===== config.mk =====
export PLATFORM = sky130hd
export DESIGN_NAME = pressure_temperature_compensation_top
export DESIGN_NICKNAME = d
export VERILOG_FILES = /design/src/rtl/core/ptc_pkg.sv /design/src/rtl/core/pressure_temperature_compensation_top.sv
export SDC_FILE = /design/constraint.sdc
export NUM_CORES = 2
export LEC_CHECK = 0
export ABC_AREA = 1
export BUFFER_PORTS_ARGS = -buffer_cell sky130_fd_sc_hd__buf_2
export CAP_MARGIN = 0
export CORE_UTILIZATION = 65
export DETAILED_ROUTE_END_ITERATION = 7
export HOLD_SLACK_MARGIN = 0.15
export PLACE_DENSITY_LB_ADDON = 0.15
export SYNTH_ARGS = -nofsm -noshare
export SYNTH_HDL_FRONTEND = slang
export SYNTH_SLANG_ARGS = --single-unit

===== constraint.sdc =====
create_clock -name clk -period 10.9 [get_ports clk]
set_clock_uncertainty 0.05 [all_clocks]
set_input_delay 2.18 -clock clk [delete_from_list [all_inputs] [get_ports clk]]
set_output_delay 2.18 -clock clk [all_outputs]
set_load 0.05 [all_outputs]

===== src/rtl/core/ptc_pkg.sv =====
// shared types, codes and helpers for the pressure/temperature compensation block
`timescale 1ns / 1ps

package ptc_pkg;

  localparam int unsigned RAW_W   = 20;
  localparam int unsigned WORD_W  = 32;
  localparam int unsigned CFG_IDX_W = 2;
  localparam int unsigned CFG_DATA_W = 64;
  localparam int unsigned IN_DATA_W  = 40;
  localparam int unsigned OUT_DATA_W = 48;

  // action codes
  localparam logic [1:0] ACT_TEMP  = 2'd0;
  localparam logic [1:0] ACT_PRESS = 2'd1;
  localparam logic [1:0] ACT_BOTH  = 2'd2;

  // register indexes
  localparam logic [CFG_IDX_W-1:0] CFG_TEMP    = 2'd0;
  localparam logic [CFG_IDX_W-1:0] CFG_PRESS_A = 2'd1;
  localparam logic [CFG_IDX_W-1:0] CFG_PRESS_B = 2'd2;
  localparam logic [CFG_IDX_W-1:0] CFG_PRESS_9 = 2'd3;

  localparam logic [WORD_W-1:0] FINE_OFFSET = 32'd64000;
  localparam logic [WORD_W-1:0] RAW_FULL    = 32'd1048576;
  localparam logic [WORD_W-1:0] PRESS_SCALE = 32'd3125;
  localparam logic [WORD_W-1:0] DIV_BASE    = 32'd32768;
  localparam logic [WORD_W-1:0] ROUND_HALF  = 32'd128;
  localparam logic [WORD_W-1:0] TEMP_SCALE  = 32'd5;

  typedef enum logic [4:0] {
    ST_IDLE,
    ST_T_MUL_A,
    ST_T_MUL_D,
    ST_T_MUL_T3,
    ST_T_FINE,
    ST_T_MUL_5,
    ST_T_SAT,
    ST_P_OFFSET,
    ST_P_MUL_QQ,
    ST_P_MUL_P6,
    ST_P_MUL_P5,
    ST_P_MUL_P3,
    ST_P_MUL_P2,
    ST_P_SUM_V1,
    ST_P_MUL_P1,
    ST_P_DIVISOR,
    ST_P_MUL_NUM,
    ST_DIV_SETUP,
    ST_DIV,
    ST_QUOT,
    ST_P_MUL_PP,
    ST_P_MUL_P9,
    ST_P_MUL_P8,
    ST_P_FINAL,
    ST_DONE
  } ptc_state_t;

  function automatic logic [WORD_W-1:0] asr32(input logic [WORD_W-1:0] x,
                                              input logic [4:0] n);
    asr32 = WORD_W'($signed(x) >>> n);
  endfunction

  function automatic logic [WORD_W-1:0] sext16(input logic [15:0] x);
    sext16 = {{16{x[15]}}, x};
  endfunction

endpackage


===== src/rtl/core/pressure_temperature_compensation_top.sv =====
// pressure/temperature compensation with a shared multiplier and serial divider
//
//  channel   | direction | handshake               | payload
//  s_axis    | in        | s_axis_tvalid/tready    | tdata raw_temp, raw_press; tuser action
//  m_axis    | out       | m_axis_tvalid/tready    | tdata temp_centi, press_pa; tuser flags
//  cfg       | in        | cfg_valid/cfg_ready     | cfg_index, cfg_data
//
// a zero divisor ends pressure before the divide, with press_valid low; an unused action goes straight to done;
// the single 32x32 multiplier serves every multiply step and the one-bit-a-cycle divider takes 32 steps
// one item is in flight at a time; s_axis_tready is high only while idle
// the result register lets a new item start while the last result waits on m_axis_tready
// rst is synchronous and clears coefficients, the fine temperature, the state and m_axis_tvalid
`timescale 1ns / 1ps

module pressure_temperature_compensation_top (
  input  logic                              clk,
  input  logic                              rst,
  input  logic                              s_axis_tvalid,
  output logic                              s_axis_tready,
  input  logic [ptc_pkg::IN_DATA_W-1:0]     s_axis_tdata,  // raw_temp[19:0], raw_press[39:20]
  input  logic [1:0]                        s_axis_tuser,  // action[1:0]
  output logic                              m_axis_tvalid,
  input  logic                              m_axis_tready,
  output logic [ptc_pkg::OUT_DATA_W-1:0]    m_axis_tdata,  // temp_centi[15:0], press_pa[47:16]
  output logic [1:0]                        m_axis_tuser,  // temp_valid[0], press_valid[1]
  input  logic                              cfg_valid,
  output logic                              cfg_ready,
  input  logic [ptc_pkg::CFG_IDX_W-1:0]     cfg_index,
  input  logic [ptc_pkg::CFG_DATA_W-1:0]    cfg_data
);

  import ptc_pkg::*;

  ptc_state_t state, state_next;

  logic [47:0]       temp_coeffs;
  logic [63:0]       press_coeffs_a;
  logic [63:0]       press_coeffs_b;
  logic [15:0]       press_coeff_nine;
  logic [WORD_W-1:0] fine_temp;

  logic [RAW_W-1:0]  raw_t;
  logic [RAW_W-1:0]  raw_p;
  logic [1:0]        act;
  logic [WORD_W-1:0] prod;
  logic [WORD_W-1:0] acc;
  logic [WORD_W-1:0] v1;
  logic [WORD_W-1:0] q;
  logic [WORD_W-1:0] qq;
  logic [WORD_W-1:0] v2;
  logic [WORD_W-1:0] divisor;
  logic [WORD_W-1:0] press;
  logic              dbl;
  logic [WORD_W-1:0] rem;
  logic [WORD_W-1:0] dvd;
  logic [4:0]        cnt;

  logic [15:0]       res_tc;
  logic              res_tv;
  logic [WORD_W-1:0] res_pa;
  logic              res_pv;

  logic [WORD_W-1:0] mul_a;
  logic [WORD_W-1:0] mul_b;
  logic [WORD_W-1:0] mul_lo;
  logic              accept;
  logic              out_free;

  logic [WORD_W-1:0] t1, t2, t3;
  logic [WORD_W-1:0] p1, p2, p3, p4, p5, p6, p7, p8, p9;
  logic [WORD_W-1:0] v1_calc;
  logic [WORD_W-1:0] div_calc;
  logic [WORD_W-1:0] temp_calc;
  logic [15:0]       temp_sat;
  logic [WORD_W:0]   rem_sh;
  logic              rem_ge;

  assign t1 = {16'b0, temp_coeffs[15:0]};
  assign t2 = sext16(temp_coeffs[31:16]);
  assign t3 = sext16(temp_coeffs[47:32]);
  assign p1 = {16'b0, press_coeffs_a[15:0]};
  assign p2 = sext16(press_coeffs_a[31:16]);
  assign p3 = sext16(press_coeffs_a[47:32]);
  assign p4 = sext16(press_coeffs_a[63:48]);
  assign p5 = sext16(press_coeffs_b[15:0]);
  assign p6 = sext16(press_coeffs_b[31:16]);
  assign p7 = sext16(press_coeffs_b[47:32]);
  assign p8 = sext16(press_coeffs_b[63:48]);
  assign p9 = sext16(press_coeff_nine);

  assign accept    = s_axis_tvalid && s_axis_tready;
  assign out_free  = !m_axis_tvalid || m_axis_tready;
  assign cfg_ready = 1'b1;

  assign mul_lo   = WORD_W'(mul_a * mul_b);
  assign v1_calc  = asr32(fine_temp, 5'd1) - FINE_OFFSET;
  assign div_calc = asr32(prod, 5'd15);
  assign temp_calc = asr32(prod + ROUND_HALF, 5'd8);

  always_comb begin
    if ($signed(temp_calc) > 32'sd32767) begin
      temp_sat = 16'h7fff;
    end else if ($signed(temp_calc) < -32'sd32768) begin
      temp_sat = 16'h8000;
    end else begin
      temp_sat = temp_calc[15:0];
    end
  end

  // restoring divide step, one quotient bit a cycle
  assign rem_sh = {rem, dvd[WORD_W-1]};
  assign rem_ge = rem_sh >= {1'b0, divisor};

  // next state
  always_comb begin
    state_next = state;
    unique case (state)
      ST_IDLE: begin
        if (accept) begin
          priority if (s_axis_tuser == ACT_TEMP || s_axis_tuser == ACT_BOTH) begin
            state_next = ST_T_MUL_A;
          end else if (s_axis_tuser == ACT_PRESS) begin
            state_next = ST_P_OFFSET;
          end else begin
            state_next = ST_DONE;
          end
        end
      end
      ST_T_MUL_A:   state_next = ST_T_MUL_D;
      ST_T_MUL_D:   state_next = ST_T_MUL_T3;
      ST_T_MUL_T3:  state_next = ST_T_FINE;
      ST_T_FINE:    state_next = ST_T_MUL_5;
      ST_T_MUL_5:   state_next = ST_T_SAT;
      ST_T_SAT:     state_next = (act == ACT_BOTH) ? ST_P_OFFSET : ST_DONE;
      ST_P_OFFSET:  state_next = ST_P_MUL_QQ;
      ST_P_MUL_QQ:  state_next = ST_P_MUL_P6;
      ST_P_MUL_P6:  state_next = ST_P_MUL_P5;
      ST_P_MUL_P5:  state_next = ST_P_MUL_P3;
      ST_P_MUL_P3:  state_next = ST_P_MUL_P2;
      ST_P_MUL_P2:  state_next = ST_P_SUM_V1;
      ST_P_SUM_V1:  state_next = ST_P_MUL_P1;
      ST_P_MUL_P1:  state_next = ST_P_DIVISOR;
      ST_P_DIVISOR: state_next = (div_calc == '0) ? ST_DONE : ST_P_MUL_NUM;
      ST_P_MUL_NUM: state_next = ST_DIV_SETUP;
      ST_DIV_SETUP: state_next = ST_DIV;
      ST_DIV:       state_next = (cnt == '0) ? ST_QUOT : ST_DIV;
      ST_QUOT:      state_next = ST_P_MUL_PP;
      ST_P_MUL_PP:  state_next = ST_P_MUL_P9;
      ST_P_MUL_P9:  state_next = ST_P_MUL_P8;
      ST_P_MUL_P8:  state_next = ST_P_FINAL;
      ST_P_FINAL:   state_next = ST_DONE;
      ST_DONE:      state_next = out_free ? ST_IDLE : ST_DONE;
      default:      state_next = ST_IDLE;
    endcase
  end

  // shared multiplier operands and handshake
  always_comb begin
    mul_a = '0;
    mul_b = '0;
    s_axis_tready = (state == ST_IDLE);
    unique case (state)
      ST_T_MUL_A: begin
        mul_a = {15'b0, raw_t[19:3]} - {15'b0, t1[15:0], 1'b0};
        mul_b = t2;
      end
      ST_T_MUL_D: begin
        mul_a = {16'b0, raw_t[19:4]} - t1;
        mul_b = {16'b0, raw_t[19:4]} - t1;
      end
      ST_T_MUL_T3: begin
        mul_a = asr32(prod, 5'd12);
        mul_b = t3;
      end
      ST_T_MUL_5: begin
        mul_a = fine_temp;
        mul_b = TEMP_SCALE;
      end
      ST_P_MUL_QQ: begin
        mul_a = q;
        mul_b = q;
      end
      ST_P_MUL_P6: begin
        mul_a = asr32(prod, 5'd11);
        mul_b = p6;
      end
      ST_P_MUL_P5: begin
        mul_a = v1;
        mul_b = p5;
      end
      ST_P_MUL_P3: begin
        mul_a = p3;
        mul_b = asr32(qq, 5'd13);
      end
      ST_P_MUL_P2: begin
        mul_a = p2;
        mul_b = v1;
      end
      ST_P_MUL_P1: begin
        mul_a = DIV_BASE + v1;
        mul_b = p1;
      end
      ST_P_MUL_NUM: begin
        mul_a = (RAW_FULL - {12'b0, raw_p}) - asr32(v2, 5'd12);
        mul_b = PRESS_SCALE;
      end
      ST_P_MUL_PP: begin
        mul_a = {3'b0, press[31:3]};
        mul_b = {3'b0, press[31:3]};
      end
      ST_P_MUL_P9: begin
        mul_a = p9;
        mul_b = {13'b0, prod[31:13]};
      end
      ST_P_MUL_P8: begin
        mul_a = {2'b0, press[31:2]};
        mul_b = p8;
      end
      default: begin
        mul_a = '0;
        mul_b = '0;
      end
    endcase
  end

  always_ff @(posedge clk) begin
    if (rst) begin
      state            <= ST_IDLE;
      m_axis_tvalid    <= 1'b0;
      fine_temp        <= '0;
      temp_coeffs      <= '0;
      press_coeffs_a   <= '0;
      press_coeffs_b   <= '0;
      press_coeff_nine <= '0;
    end else begin
      state <= state_next;

      if (cfg_valid && cfg_ready) begin
        unique case (cfg_index)
          CFG_TEMP:    temp_coeffs      <= cfg_data[47:0];
          CFG_PRESS_A: press_coeffs_a   <= cfg_data;
          CFG_PRESS_B: press_coeffs_b   <= cfg_data;
          CFG_PRESS_9: press_coeff_nine <= cfg_data[15:0];
          default:     temp_coeffs      <= temp_coeffs;
        endcase
      end

      if (state == ST_T_FINE) begin
        fine_temp <= acc + asr32(prod, 5'd14);
      end

      if (state == ST_DONE && out_free) begin
        m_axis_tvalid <= 1'b1;
      end else if (m_axis_tready) begin
        m_axis_tvalid <= 1'b0;
      end
    end
  end

  // datapath registers
  always_ff @(posedge clk) begin
    prod <= mul_lo;
    unique case (state)
      ST_IDLE: begin
        if (accept) begin
          raw_t  <= s_axis_tdata[19:0];
          raw_p  <= s_axis_tdata[39:20];
          act    <= s_axis_tuser;
          res_tc <= '0;
          res_tv <= 1'b0;
          res_pa <= '0;
          res_pv <= 1'b0;
        end
      end
      ST_T_MUL_D:   acc <= asr32(prod, 5'd11);
      ST_T_SAT: begin
        res_tc <= temp_sat;
        res_tv <= 1'b1;
      end
      ST_P_OFFSET: begin
        v1 <= v1_calc;
        q  <= asr32(v1_calc, 5'd2);
      end
      ST_P_MUL_P6:  qq <= prod;
      ST_P_MUL_P5:  v2 <= prod;
      ST_P_MUL_P3:  v2 <= asr32(v2 + {prod[30:0], 1'b0}, 5'd2) + {p4[15:0], 16'b0};
      ST_P_MUL_P2:  acc <= asr32(prod, 5'd3);
      ST_P_SUM_V1:  v1 <= asr32(acc + asr32(prod, 5'd1), 5'd18);
      ST_P_DIVISOR: divisor <= div_calc;
      ST_DIV_SETUP: begin
        // large numerators are divided first and doubled afterward
        dbl <= prod[31];
        dvd <= prod[31] ? prod : {prod[30:0], 1'b0};
        rem <= '0;
        cnt <= '1;
      end
      ST_DIV: begin
        rem <= rem_ge ? WORD_W'(rem_sh - {1'b0, divisor}) : rem_sh[WORD_W-1:0];
        dvd <= {dvd[WORD_W-2:0], rem_ge};
        cnt <= cnt - 5'd1;
      end
      ST_QUOT:      press <= dbl ? {dvd[30:0], 1'b0} : dvd;
      ST_P_MUL_P8:  acc <= asr32(prod, 5'd12);
      ST_P_FINAL: begin
        res_pa <= press + asr32(acc + asr32(prod, 5'd13) + p7, 5'd4);
        res_pv <= 1'b1;
      end
      ST_DONE: begin
        if (out_free) begin
          m_axis_tdata <= {res_pa, res_tc};
          m_axis_tuser <= {res_pv, res_tv};
        end
      end
      default: begin
        acc <= acc;
      end
    endcase
  end

`ifndef SYNTHESIS
  a_accept_starts: assert property (@(posedge clk) disable iff (rst)
    s_axis_tvalid && s_axis_tready |=> state != ST_IDLE)
    else $error("accepted item did not start work");

  a_div_nonzero: assert property (@(posedge clk) disable iff (rst)
    state == ST_DIV |-> divisor != '0)
    else $error("divide running with zero divisor");

  a_div_length: assert property (@(posedge clk) disable iff (rst)
    state == ST_DIV && cnt == '0 |=> state == ST_QUOT)
    else $error("divide did not end after last step");

  a_temp_cleared: assert property (@(posedge clk) disable iff (rst)
    m_axis_tvalid && !m_axis_tuser[0] |-> m_axis_tdata[15:0] == '0)
    else $error("temperature not zero when not valid");

  a_press_cleared: assert property (@(posedge clk) disable iff (rst)
    m_axis_tvalid && !m_axis_tuser[1] |-> m_axis_tdata[47:16] == '0)
    else $error("pressure not zero when not valid");
`endif

endmodule

==> results <==
- The number of buffers inserted for hold repair after clock tree synthesis is 0.
- The slowest stage of the critical path belongs to the cell nor4_1.
- The clock net in this run drives a total of about 660 sinks.
- The final-layout setup total negative slack is 0 ns.
- The total area inside the core boundary comes to 85300 µm².
- The CTS buffer count is between 70 and 80.
- The data arrival time of the critical path is approximately 11 ns.
- From bottom edge to top edge, the die measures slightly below 300 µm.
- The synthesized-area fraction occupied by adder cells is 23.8%.
- The shortest period the worst path allows is between 10 and 15 ns.
- The most numerous cell type found on the critical path is inv_1.
- The xor and xnor fraction of the mapped netlist area is under 10%.
- The critical path start-end classification is reg -> reg.
- The worst hold margin is 0.366 ns.
- After synthesis, the largest area contributor takes up 21.4% of total cell area.
- Counting every instance in the synthesized netlist gives approximately 7000.
- Along the worst path, the maximum fanout reaches 19.
- The number of antenna violations at the first check in global routing is 16.
- The die is roughly 300 µm wide.
- The required time reported for the critical path endpoint is 11.39 ns.
- The worst register-to-register path has a setup slack of 0.40 ns.
- The count of cells resized by post-cts repair is 0.
- The number of H-tree levels is 3.
- The startpoint kind of the worst setup timing path is a flop.
- The number of pins with negative max-slew slack in the final report came to 2.
- Routability-driven placement finished with a final weighted congestion of 1.06.
- In the routed layout, each cell is associated on average with a via count of 6.20.
- The capture instance of the worst register-to-register path is prod[29].
- The startpoint identified for the worst hold timing path is res_pa[18].
- The path length in cells of the critical path is 38.
- The tightest min-delay check is of the reg -> reg type.
- The complex-gate fraction of the synthesized area is between 10% and 20%.
- The cell at the root of the clock tree is clkbuf_16.
- The CTS tree is built.
- The critical path endpoint category is a flop.
- In this run the mean area of a mapped cell was 7.99 µm².
- The worst hold path passes through 0 cells.
- Static timing analysis puts the maximum clock frequency at 95.2 MHz.
- The delay of the slowest critical-path stage is approximately 1.4 ns.
- Cells fill 71.6% of the core in the end.
- After legalization and detailed placement, the total HPWL measured 153000 µm.
- The final reports fail on DRC, capacitance limit, slew limit.
- The final-report hold violation count came to 0.
- The async set-reset flop share out of synthesis is 0%.
- The most used flip-flop cell after synthesis is edfxtp_1.
- The power density normalized to cell area is 330 nW/µm².
- At the pin with the least slew margin, the transition time is 1.70 ns.
- Setup violations remaining at the end of the flow were counted as 0.
- The die covers 87500 µm².
- Counting every net in the synthesized netlist gives 7931.
- The number of synthesized flops with an enable pin is roughly 400.
- In this run, distinct cell masters in the synthesized netlist total 68.
- The routed layout has 51957 vias.
- The remaining global-route overflow is 0.
- The number of global-route vias before repair was 49376.
- The gate family responsible for the most delay along the worst path is adder cells.
- The capture endpoint of the worst hold path is m_axis_tdata[34].
- The worst register-to-register path begins at state[4].
- edfxtp_1 takes more of the synthesized area than any other cell.
- The post-detailed-routing wire length is approximately 200000 µm.
- The worst-case vdd ir drop is 0.240 mV.
- The flow ran to the end, but the final reports show violations.
- Global routing used 46.8% of the available tracks.
- The number of buffers inserted to repair setup after CTS is 0.
- The post-route fraction of the period consumed by the critical path is a little under 100%.
- The global-route wire length before repair is 300000 µm.
- The total number of placement rows is roughly 110.
- The total number of yosys warnings is 0.
- In the post-synthesis netlist, the biggest area contributors are edfxtp_1 (21%), fa_1 (16%), nand2_1 (9.4%), dfxtp_1 (9.4%), ha_1 (8.0%).
- The worst-skew pair later-pin latency is 0.66 ns.
- The number of buffer and inverter instances along the worst setup path is 12.
- Once placement completed, the tool counted placed cells totaling 8235.
- The starting density of the core is 65.8%.
- The maximum buffer depth of the clock tree is 3.
- After detailed routing, the average wire length per cell comes to between 20 and 25 µm.
- In this run the tightest slew margin relative to its limit is -14.4%.
- The number of top-level pins is between 150 and 200.
- Input and output buffers added on the ports amount to 161.
- The cell area that synthesis handed to floorplanning was ~56000 µm².
- Max-cap violations in this run came to 1.
- The share of the Yosys chip area taken by registers is 30.7%.
- The simple-gate share of the synthesized area is 19.1%.
- The first TritonRoute pass finished after 8 iterations.
- The number of nets in the layout is 8081.
- After synthesis, the share of cell area in mux cells is 0%.
- In this run the remaining antenna-violating nets after routing total 0.
- The fraction of final layout cells sized beyond drive strength 1 is 7.68%.
- The pin count of the biggest net entering global routing is 86.
- The iteration-0 DRC count of the detailed router is about 6700.
- The leakage dissipation is 28.3 nW.
- The number of standard cells in the layout, taps in and fillers out is between 8000 and 9000.
- The cell depth of the worst flop-to-flop path is 38.
- The area added between synthesis and finish is 8.92%.
- Counting flops and latches in the post-synthesis netlist gives around 660.
- The post-CTS clock slew at the launch and capture registers of the worst setup and hold paths is 0.07 ns.
- The sum of internal, switching and leakage power is between 20 and 25 mW.
- After synthesis, the largest family of logic cells by area is adder cells.
- In the routed design, unresolved DRC markers number 5.
==> worst register-to-register path, delay by kind of cell (launching register included) <==
kind / cells / cell delay [ns]
adders and majority gates: 9 / 3.69
and+or+nand+nor: 12 / 3.54
buffers and inverters: 12 / 1.67
AOI/OAI and AO/OA: 4 / 0.71
DFF: 1 / 0.58
xor gates and xnor gates: 1 / 0.15
==> Yosys cell counts (23+ instances only) <==
cell and number:
a21oi_1 497, a31oi_1 23, buf_2 29, clkbuf_1 177
dfxtp_1 262, edfxtp_1 399, fa_1 442, ha_1 360
inv_1 1141, inv_2 23, nand2_1 1401, nand3_1 235
nand4_1 78, nor2_1 677, nor3_1 62, nor4_1 25
o211ai_1 47, o21ai_0 568, o21bai_1 24, o221ai_1 27
o22ai_1 29, xnor2_1 63, xor2_1 155
==> stage by stage <==
stage               cell area [µm²]  setup slack [ns]
finish                        61100             0.398
CTS                           61000             0.407
global placement              58600             0.534
global route                  61100           -0.0277
floorplan                     56100              1.67
detailed placement            58600             0.440
==> routing by layer <==
layer / track usage [%] / routed length (µm) / vias up
met1: 59.6 / 74500 / 24423
met3: 14.6 / 28600 / 885
li1: - / - / 23141
met5: 1.05 / 221 / -
met2: 68.1 / 85500 / 3496
met4: 31.4 / 16100 / 12
==> placed cells by master, fill, tap and decap left out, types with 15 or more instances in the layout <==
cell,Yosys,final
a211oi_1,22,22
a21oi_1,497,497
a221oi_1,16,16
a31oi_1,23,23
buf_2,29,161
buf_4,13,148
clkbuf_16,0,78
clkinv_1,12,21
dfxtp_1,262,261
edfxtp_1,399,399
fa_1,442,442
ha_1,360,360
inv_1,1141,1137
inv_2,23,26
nand2_1,1401,1399
nand3_1,235,231
nand3b_1,18,18
nand4_1,78,78
nor2_1,677,666
nor2_2,10,15
nor3_1,62,58
nor4_1,25,25
o211ai_1,47,47
o21a_1,15,15
o21ai_0,568,564
o21ai_1,16,18
o21bai_1,24,24
o221ai_1,27,27
o22ai_1,29,29
or2_2,19,19
xnor2_1,63,63
xor2_1,155,155
==> final cells by class <==
type / count / area [µm²]
Antenna cell: 13 / 32.5
Clock buffer: 94 / 2090
Clock inverter: 40 / 353
Fill cell: 6870 / 24200
Inverter: 1177 / 4420
Multi-Input combinational cell: 4943 / 33600
Sequential cell: 661 / 17200
Tap cell: 1144 / 1430
Timing Repair Buffer: 310 / 1930
==> power breakdown <==
| part | switching, mW | internal (mW) |
|---|---|---|
| Combinational | 9.39 | 4.59 |
| Sequential | 0.384 | 3.23 |
| Clock | 1.14 | 1.44 |
| Total | 10.9 | 9.26 |
==> how the worst max path moves through the flow <==
stage | startpoint | endpoint
finish | state[4] | prod[29]
global route | raw_p[2] | prod[31]
CTS | raw_p[2] | prod[31]
detailed placement | raw_p[2] | prod[31]
global placement | raw_p[2] | prod[31]
floorplan | raw_p[2] | prod[31]
==> cell families after synthesis <==
| kind of cell | Yosys count |
|---|---|
| flip-flops | 661 |
| other | 1 |
| AND/OR/NAND/NOR | 2571 |
| adder cells (fa/ha/maj) | 802 |
| XOR/XNOR | 218 |
| AO/OA/AOI/OAI | 1351 |
| buffers and inverters | 1412 |
==> flip-flops by register name (all words and copies together) (netlist names), 20 cells and up <==
register and cells:
temp_coeffs 48, press_coeffs_b 64, fine_temp 32, raw_p 20
v1 32, press_coeffs_a 64, press 32, rem 32
res_pa 32, q 30, dvd 32, v2 31
acc 29, m_axis_tdata 48, prod 32
Power figures use the tool's default switching activity.
